<file path="src/design/aks_pkg.sv">
// ----------------------------------------------------------------------------
// Ascending key sorter package
// Shared sizes and the link record passed between neighboring sort cells.
// ----------------------------------------------------------------------------
`default_nettype none

package aks_pkg;

	// Number of cells in the chain, which is the capacity of one run.
	localparam int MAX_KEYS = 64;

	// Width of a stored key.
	localparam int KEY_BITS = 16;

	// What one cell shows to its neighbors.
	typedef struct packed {
		logic                valid;  // cell holds a key
		logic                ins;    // new key belongs at or before this cell
		logic [KEY_BITS-1:0] key;    // stored key
	} aks_link_t;

	// Chain-wide controls, one action per cycle.
	typedef struct packed {
		logic insert;  // place the broadcast key into the sorted chain
		logic shift;   // move every key one cell toward the head
	} aks_ctrl_t;

endpackage

`default_nettype wire

</file>
<file path="src/design/aks_cell.sv">
// ----------------------------------------------------------------------------
// Ascending key sorter cell
// One slot of the sorted chain: compares the broadcast key with its own,
// takes its left neighbor's or the new key on insert, its right's on shift.
// ----------------------------------------------------------------------------
`default_nettype none

module aks_cell (
	input  wire                             clk,
	input  wire                             arst_n,
	input  wire aks_pkg::aks_ctrl_t         ctrl,
	input  wire [aks_pkg::KEY_BITS-1:0]     new_key,
	input  wire aks_pkg::aks_link_t         prev_link,
	input  wire aks_pkg::aks_link_t         next_link,
	output aks_pkg::aks_link_t              link
);

	logic                          valid_q;
	logic [aks_pkg::KEY_BITS-1:0]  key_q;
	logic                          ins;

	// An empty cell always accepts; a full one when the new key is smaller.
	assign ins  = !valid_q || (new_key < key_q);
	assign link = '{valid: valid_q, ins: ins, key: key_q};

	always_ff @(posedge clk or negedge arst_n) begin
		if (!arst_n) begin
			valid_q <= 1'b0;
		end else if (ctrl.shift) begin
			valid_q <= next_link.valid;
		end else if (ctrl.insert) begin
			valid_q <= valid_q | prev_link.valid;
		end
	end

	always_ff @(posedge clk) begin
		if (ctrl.shift) begin
			key_q <= next_link.key;
		end else if (ctrl.insert) begin
			if (prev_link.ins) begin
				key_q <= prev_link.key;
			end else if (ins) begin
				key_q <= new_key;
			end
		end
	end

endmodule

`default_nettype wire

</file>
<file path="src/design/ascending_key_sorter.sv">
// ----------------------------------------------------------------------------
// Ascending key sorter
// Collects a run of keys into a sorted chain of cells and, after the key
// flagged last, drains them in ascending order with the largest flagged.
// ----------------------------------------------------------------------------
//
//   Channel  Handshake            Payload
//   -------  -------------------  ---------------------------
//   input    in_valid / in_stall  key, last_in
//   output   out_valid/out_stall  sorted_key, last_out
//
// Each accepted key is placed in its sorted position, so keys may arrive
// back to back. After the item flagged last the input stalls while the
// run drains, one key per cycle from the head cell whenever out_stall is
// low, and the input opens in the cycle after the final key is taken.
// Reset empties every cell. Keys arriving while all cells are full are
// dropped, though a last flag on such an item still starts the drain.
// ----------------------------------------------------------------------------
`default_nettype none

module ascending_key_sorter (
	input  wire                             clk,
	input  wire                             arst_n,
	input  wire                             in_valid,
	output logic                            in_stall,
	input  wire [aks_pkg::KEY_BITS-1:0]     key,
	input  wire                             last_in,
	output logic                            out_valid,
	input  wire                             out_stall,
	output logic [aks_pkg::KEY_BITS-1:0]    sorted_key,
	output logic                            last_out
);

	localparam int N = aks_pkg::MAX_KEYS;

	aks_pkg::aks_link_t  link     [N];
	aks_pkg::aks_link_t  prev_link[N];
	aks_pkg::aks_link_t  next_link[N];
	aks_pkg::aks_ctrl_t  ctrl;

	logic draining_q;
	logic in_take;
	logic full;

	// The chain is full once its tail cell holds a key.
	assign full    = link[N-1].valid;
	assign in_stall = draining_q;
	assign in_take  = in_valid && !draining_q;

	// The head cell feeds the output; it is the smallest remaining key.
	assign out_valid  = draining_q && link[0].valid;
	assign sorted_key = link[0].key;
	assign last_out   = !link[1].valid;

	assign ctrl = '{insert: in_take && !full, shift: out_valid && !out_stall};

	always_ff @(posedge clk or negedge arst_n) begin
		if (!arst_n) begin
			draining_q <= 1'b0;
		end else if (in_take && last_in) begin
			draining_q <= 1'b1;
		end else if (ctrl.shift && last_out) begin
			draining_q <= 1'b0;
		end
	end

	// The head sees a full, non-inserting neighbor on its left so it never
	// copies from outside; the tail refills with an empty slot on a shift.
	for (genvar i = 0; i < N; i++) begin : g_cell
		if (i == 0) begin : g_head
			assign prev_link[i] = '{valid: 1'b1, ins: 1'b0, key: '0};
		end else begin : g_body
			assign prev_link[i] = link[i-1];
		end
		if (i == N - 1) begin : g_tail
			assign next_link[i] = '{valid: 1'b0, ins: 1'b1, key: '0};
		end else begin : g_mid
			assign next_link[i] = link[i+1];
		end

		aks_cell u_cell (
			.clk       (clk),
			.arst_n    (arst_n),
			.ctrl      (ctrl),
			.new_key   (key),
			.prev_link (prev_link[i]),
			.next_link (next_link[i]),
			.link      (link[i])
		);
	end

endmodule

`default_nettype wire
</file>
<file path="config.mk">
export PLATFORM = sky130hd
export DESIGN_NAME = ascending_key_sorter
export DESIGN_NICKNAME = d
export VERILOG_FILES = /design/src/design/aks_pkg.sv /design/src/design/aks_cell.sv /design/src/design/ascending_key_sorter.sv
export SDC_FILE = /design/constraint.sdc
export NUM_CORES = 2
export LEC_CHECK = 0
export BUFFER_PORTS_ARGS = -buffer_cell sky130_fd_sc_hd__buf_2
export CAP_MARGIN = 20
export CELL_PAD_IN_SITES_DETAIL_PLACEMENT = 1
export CELL_PAD_IN_SITES_GLOBAL_PLACEMENT = 2
export CORE_MARGIN = 1.5
export CORE_UTILIZATION = 45
export DETAILED_ROUTE_END_ITERATION = 6
export PLACE_DENSITY = 0.91
export RECOVER_POWER = 100
export REMOVE_ABC_BUFFERS = 1
export SLEW_MARGIN = 25
export SYNTH_ARGS = -nofsm -noshare
export SYNTH_HDL_FRONTEND = slang
export SYNTH_SLANG_ARGS = --single-unit
</file>
<file path="constraint.sdc">
create_clock -name clk -period 7.5 [get_ports clk]
set_clock_uncertainty 0.15 [all_clocks]
set_input_delay 1.875 -clock clk [delete_from_list [all_inputs] [get_ports clk]]
set_output_delay 1.875 -clock clk [all_outputs]
set_load 0.02 [all_outputs]
</file>
# Yosys cells after proc, flatten, opt, wreduce, memory -nomap -nowiden
# Cells that the tools add are included.
# Widths: inputs -> output; s select.
# totals
regBits,1089
# op_classes
n_lt_le_gt_ge,64
muxes,383
bitwise,63
n_reduce_logical,266
# ops
op,count
$mux 16,253
$lt 16x16->1,64
$reduce_bool 3->1,62
$mux 1,130
$reduce_and 2->1,64
$logic_not 1->1,66
$logic_or 1x1->1,64
$or 1x1->1,63
$reduce_bool 2->1,4
$logic_and 1x1->1,6

# Depth between registers and ports, before layout
# depth
ltp_word,6
depth_mapped,11

# Hierarchy
# A second synthesis with hierarchy kept.
# hier_totals
hier_cells,8517
area_unflattened_um2,83915.5
# modules_own_cells
mod,n_inst,cells_each,area_each_um2,seq_area_each_um2
aks_cell at g_cell[0].u_cell ...,59,133,1315.0,505.5
aks_cell at g_cell[63].u_cell ...,5,132,1249.9,505.5
ascending_key_sorter,1,10,80.1,25.0

# Least setup slack after synthesis
# OpenSTA, ideal clock, no wires.
# synth_path
kind,in2reg
start,in key[13] (netlist bit)
end,reg g_cell[62].u_cell.key_q[0] (netlist bit) (enable)
setup_time_ns,0.411
t_arrival_ns,4.445
path_slack_ns,2.493
cell_stages,8
path_buffers,0
cell_sequence,ha_1 -> a21o_1 -> a21o_1 -> a221o_1 -> a311o_1 -> nand2_2 -> nor2b_1 -> o21ai_0
# synth_via
elab_chain_len,4
word_cells_on_any_way,6
cone_classes,order compare: 2; reduce/logical: 4
# synth_lines
item,line_no,text
"start, declared",ascending_key_sorter.sv:26,"input wire [aks_pkg::KEY_BITS-1:0] key,"
$lt 16x16->1,aks_cell.sv:23,assign ins = !valid_q || (new_key < key_q);
$logic_or 1x1->1,aks_cell.sv:23,
$reduce_bool 3->1 (no source line) *,n/a,
$reduce_and 2->1 (no source line) *,n/a,
"end signal, assigned",aks_cell.sv:38,key_q <= next_link.key;
"end signal, assigned",aks_cell.sv:41,key_q <= prev_link.key;
"end signal, assigned",aks_cell.sv:43,key_q <= new_key;
"end, declared",aks_cell.sv:19,logic [aks_pkg::KEY_BITS-1:0] key_q;
# Every way passes the cells marked *; elsewhere a longest branch is shown, timed or not.
# A chain may end at the register's enable or synchronous reset.

# Final worst setup path
# layout_path
start,in key[13] (netlist bit)
end,reg g_cell[46].u_cell.key_q[13] (netlist bit) (enable)
# layout_via
elab_chain_len,4
word_cells_on_any_way,6
cone_classes,order compare: 2; reduce/logical: 4
# layout_lines
item,line_no
$lt 16x16->1,aks_cell.sv:23
$logic_or 1x1->1,aks_cell.sv:23
$reduce_bool 3->1 (no source line) *,n/a
$reduce_and 2->1 (no source line) *,n/a
"end signal, assigned",aks_cell.sv:38
"end signal, assigned",aks_cell.sv:41
"end signal, assigned",aks_cell.sv:43
"end, declared",aks_cell.sv:19
# Marked as above.

==> results.py <==
metrics = {
    "worst_setup_path": {
        "arrival_ns": 6.60,
        "reg2reg_depth": 6,
        "rr_startpoint": "in_stall$_DFFE_PN0P_",
        "crit_chain": "clkbuf_2 > ha_1 > a21o_1 > a21o_1 > a221o_1 > a311o_1 > nand2_1 > o21ai_0 > nand2_1",
        "crit_path_end_kind": "flop",
        "worstPathMaxFanout": 42,
        "start_kind": "primary input",
        "cp_num_buf_inv": 1,
        "cpPeakStageDelay_ns": 1.46,
        "cp_slowest_cell": "clkbuf_2",
        "r2r_end": "g_cell[4].u_cell.key_q[8]$_DFFE_PP_",
        "worstPathRequired_ns": 7.75,
        "crit_family": "simple AND/OR/NAND/NOR gates",
        "r2r_setup_slack_ns": 2.06,
        "worstSetupPathType": "in -> reg",
    },
    "timing": {
        "max-slew-margin-rel": -1.03,
        "setup_tns_ns": 0,
        "finalWorstSetupSlack_ns": 1.15,
        "fmax_mhz": 157,
        "fin_crit_sh": 0.847,
        "timing.final.crit_period_ns": 6.35,
        "rsz0062_at_grt": "false",
        "finalHoldWorstSlack_ns": 0.323,
        "tightest_slew_ns": 3.04,
        "drv_slew": 865,
        "hold_violations": 0,
        "setup_viol": 0,
    },
    "flow_run": {
        "cap_violations": 18,
    },
    "placed_design": {
        "port_buffers": 39,
        "place_inst": 10260,
        "dp_slack_ns": 1.65,
        "routabilityCongestion": 0.889,
        "dp.final_hpwl_um": 180000,
        "place_area_um2": 78400,
    },
    "cts": {
        "cts.path.max_buffers": 3,
        "cts_max_level": 4,
        "hold_buffers": 0,
        "cts_num_sinks": 1089,
        "clk_latency_ns": 0.79,
        "cts_tree": "built",
        "cts_made_buffers": 135,
        "path_clk_slew_ns": 0.06,
        "cts_setup_buffers": 0,
        "post_cts_resized": 0,
        "clock-root-buffer": "clkbuf_16",
    },
    "grt": {
        "grt_pass1_vias": 68268,
        "overflow": 0,
        "antenna_found_initial": 2,
        "grt_pass1_wl_um": 398000,
        "grt_max_degree": 195,
        "grt_use_total": 0.289,
    },
    "floorplan": {
        "dieArea_um2": 174000,
        "rows": 151,
        "start_util": 0.454,
        "die_y_um": 417,
        "num_io_pins": 40,
        "fp.coreArea_um2": 170000,
        "die_w_um": 417,
    },
    "logic_synthesis": {
        "yosys.cell_types.count": 45,
        "yosysTopAreaCellShare": 0.393,
        "synthCells": 8437,
        "synthesis.area_um2": 77000,
        "avgSynthCellArea_um2": 9.13,
        "ys_ff_latch": 1089,
        "synth-seq-area-share": 0.418,
        "synth_top_area_cell": "edfxtp_1",
        "yosysWarnings": 0,
        "synth_area_leaders": "edfxtp_1 39%, ha_1 15%, a21oi_1 5.4%",
    },
    "route": {
        "drcViolationCount": 0,
        "viasPerCell": 6.24,
        "ant_nets": 0,
        "routed_wl_um": 255000,
        "routedWlPerCell_um": 24.3,
        "drtIter0Drc": 5140,
        "via_count": 65543,
        "dr.pass1.iters": 5,
    },
    "final_layout": {
        "layout_commonest_cell": "edfxtp_1",
        "final_util": 0.486,
        "area_growth_pct": 7.13,
        "layout-drive-gt1-share": 0.0474,
        "antenna_cells": 0,
        "fillCellCount": 19403,
        "final_area_um2": 82500,
        "final_cell_mix": "1008 x edfxtp_1, 1004 x nand2_1, 964 x inv_1, 945 x ha_1, 826 x a21oi_1",
        "stdcell_count": 10502,
        "final_nets": 9145,
    },
    "run_status": {
        "violations": "capacitance limit, slew limit",
        "status": "finished, violations left",
    },
    "power_and_ir_drop": {
        "fin_total_pwr_mw": 37.1,
        "ir_drop_uv": 272,
        "p_per_area_nw_per_um2": 450,
        "p_leak_nw": 34.6,
    },
    "min_path": {
        "min-delay-start": "g_cell[63].u_cell.key_q[0]$_SDFFE_PP0P_",
        "min_path_cells": 2,
        "hold_end": "g_cell[63].u_cell.key_q[0]$_SDFFE_PP0P_",
        "hold_class": "reg -> reg",
    },
}
==> cells in the mapped netlist (all sizes together) <==
cell type and n:
a311o 30, clkbuf 386, mux2i 47, inv 964
o211ai 31, o311ai 15, a31oi 4, o21bai 1
and2 3, o21ai 787, a221oi 2, nand2 1019
and4 3, a221o 30, nand4 65, ha 945
dfxtp 16, nor2b 33, o21a 31, dfrtp 65
o2111ai 30, nand2b 34, edfxtp 1008, nand3 578
nor2 577, o221ai 465, a21o 126, a2111oi 30
a21oi 827, o31ai 2, a22oi 36, and3 2
a211oi 33, buf 182, nor3 30
==> kinds of logic after synthesis <==
logic type / after synthesis / synth area share
muxes: 47 / 0.00611
AOI/OAI and AO/OA: 2480 / 0.205
and+or+nand+nor: 2344 / 0.130
adders and majority gates: 945 / 0.154
buffers and inverters: 1532 / 0.0868
DFF: 1089 / 0.418
==> report_power, final <==
group	total, mW	switching (mW)	internal (mW)
Combinational	16.8	11.1	5.76
Clock	6.64	2.79	3.85
Sequential	13.7	2.16	11.5
Total	37.1	16.0	21.1
==> per-layer routing <==
layer,GRT usage,part of all wire,routed length (um),vias to the layer above
li1,-,-,-,30137
met1,0.390,0.43,111000,32763
met2,0.476,0.47,120000,2143
met3,0.0412,0.067,17200,500
met4,0.0916,0.030,7690,0
met5,0,0,0,-
==> worst max-delay path by stage <==
stage	from	depth (start not counted)	endpoint
2_1_floorplan	out_stall	3	g_cell[3].u_cell.key_q[0]$_DFFE_PP_
3_3_place_gp	key[2]	10	g_cell[37].u_cell.key_q[5]$_DFFE_PP_
3_5_place_dp	key[13]	9	g_cell[46].u_cell.key_q[15]$_DFFE_PP_
4_1_cts	key[13]	9	g_cell[46].u_cell.key_q[13]$_DFFE_PP_
5_1_grt	key[13]	10	g_cell[19].u_cell.key_q[9]$_DFFE_PP_
6_report	key[13]	9	g_cell[46].u_cell.key_q[13]$_DFFE_PP_
==> state kept, by name, indices dropped and copies added (netlist names) <==
signal	cells
g_cell.u_cell.key_q	1024
g_cell.u_cell.valid_q	64
in_stall	1
==> layout make-up <==
cell class,instances,area [um^2],share of cell area
multi-input cells,5816,38100,0.462
clock inverters,57,568,0.00689
clock buffers,185,3790,0.0460
repair buffers,173,1400,0.0170
well taps,2218,2780,0.0336
flip-flops and latches,1089,32200,0.391
inverters,964,3620,0.0439
==> worst reg2reg max path: cells and delay by family (launching register included) <==
family	cells	cell delay, ns
AOI/OAI and AO/OA	1	0.33
buffers and inverters	2	1.46
DFF	1	0.47
and+or+nand+nor	3	2.61
(Power assumes the default switching activity.)
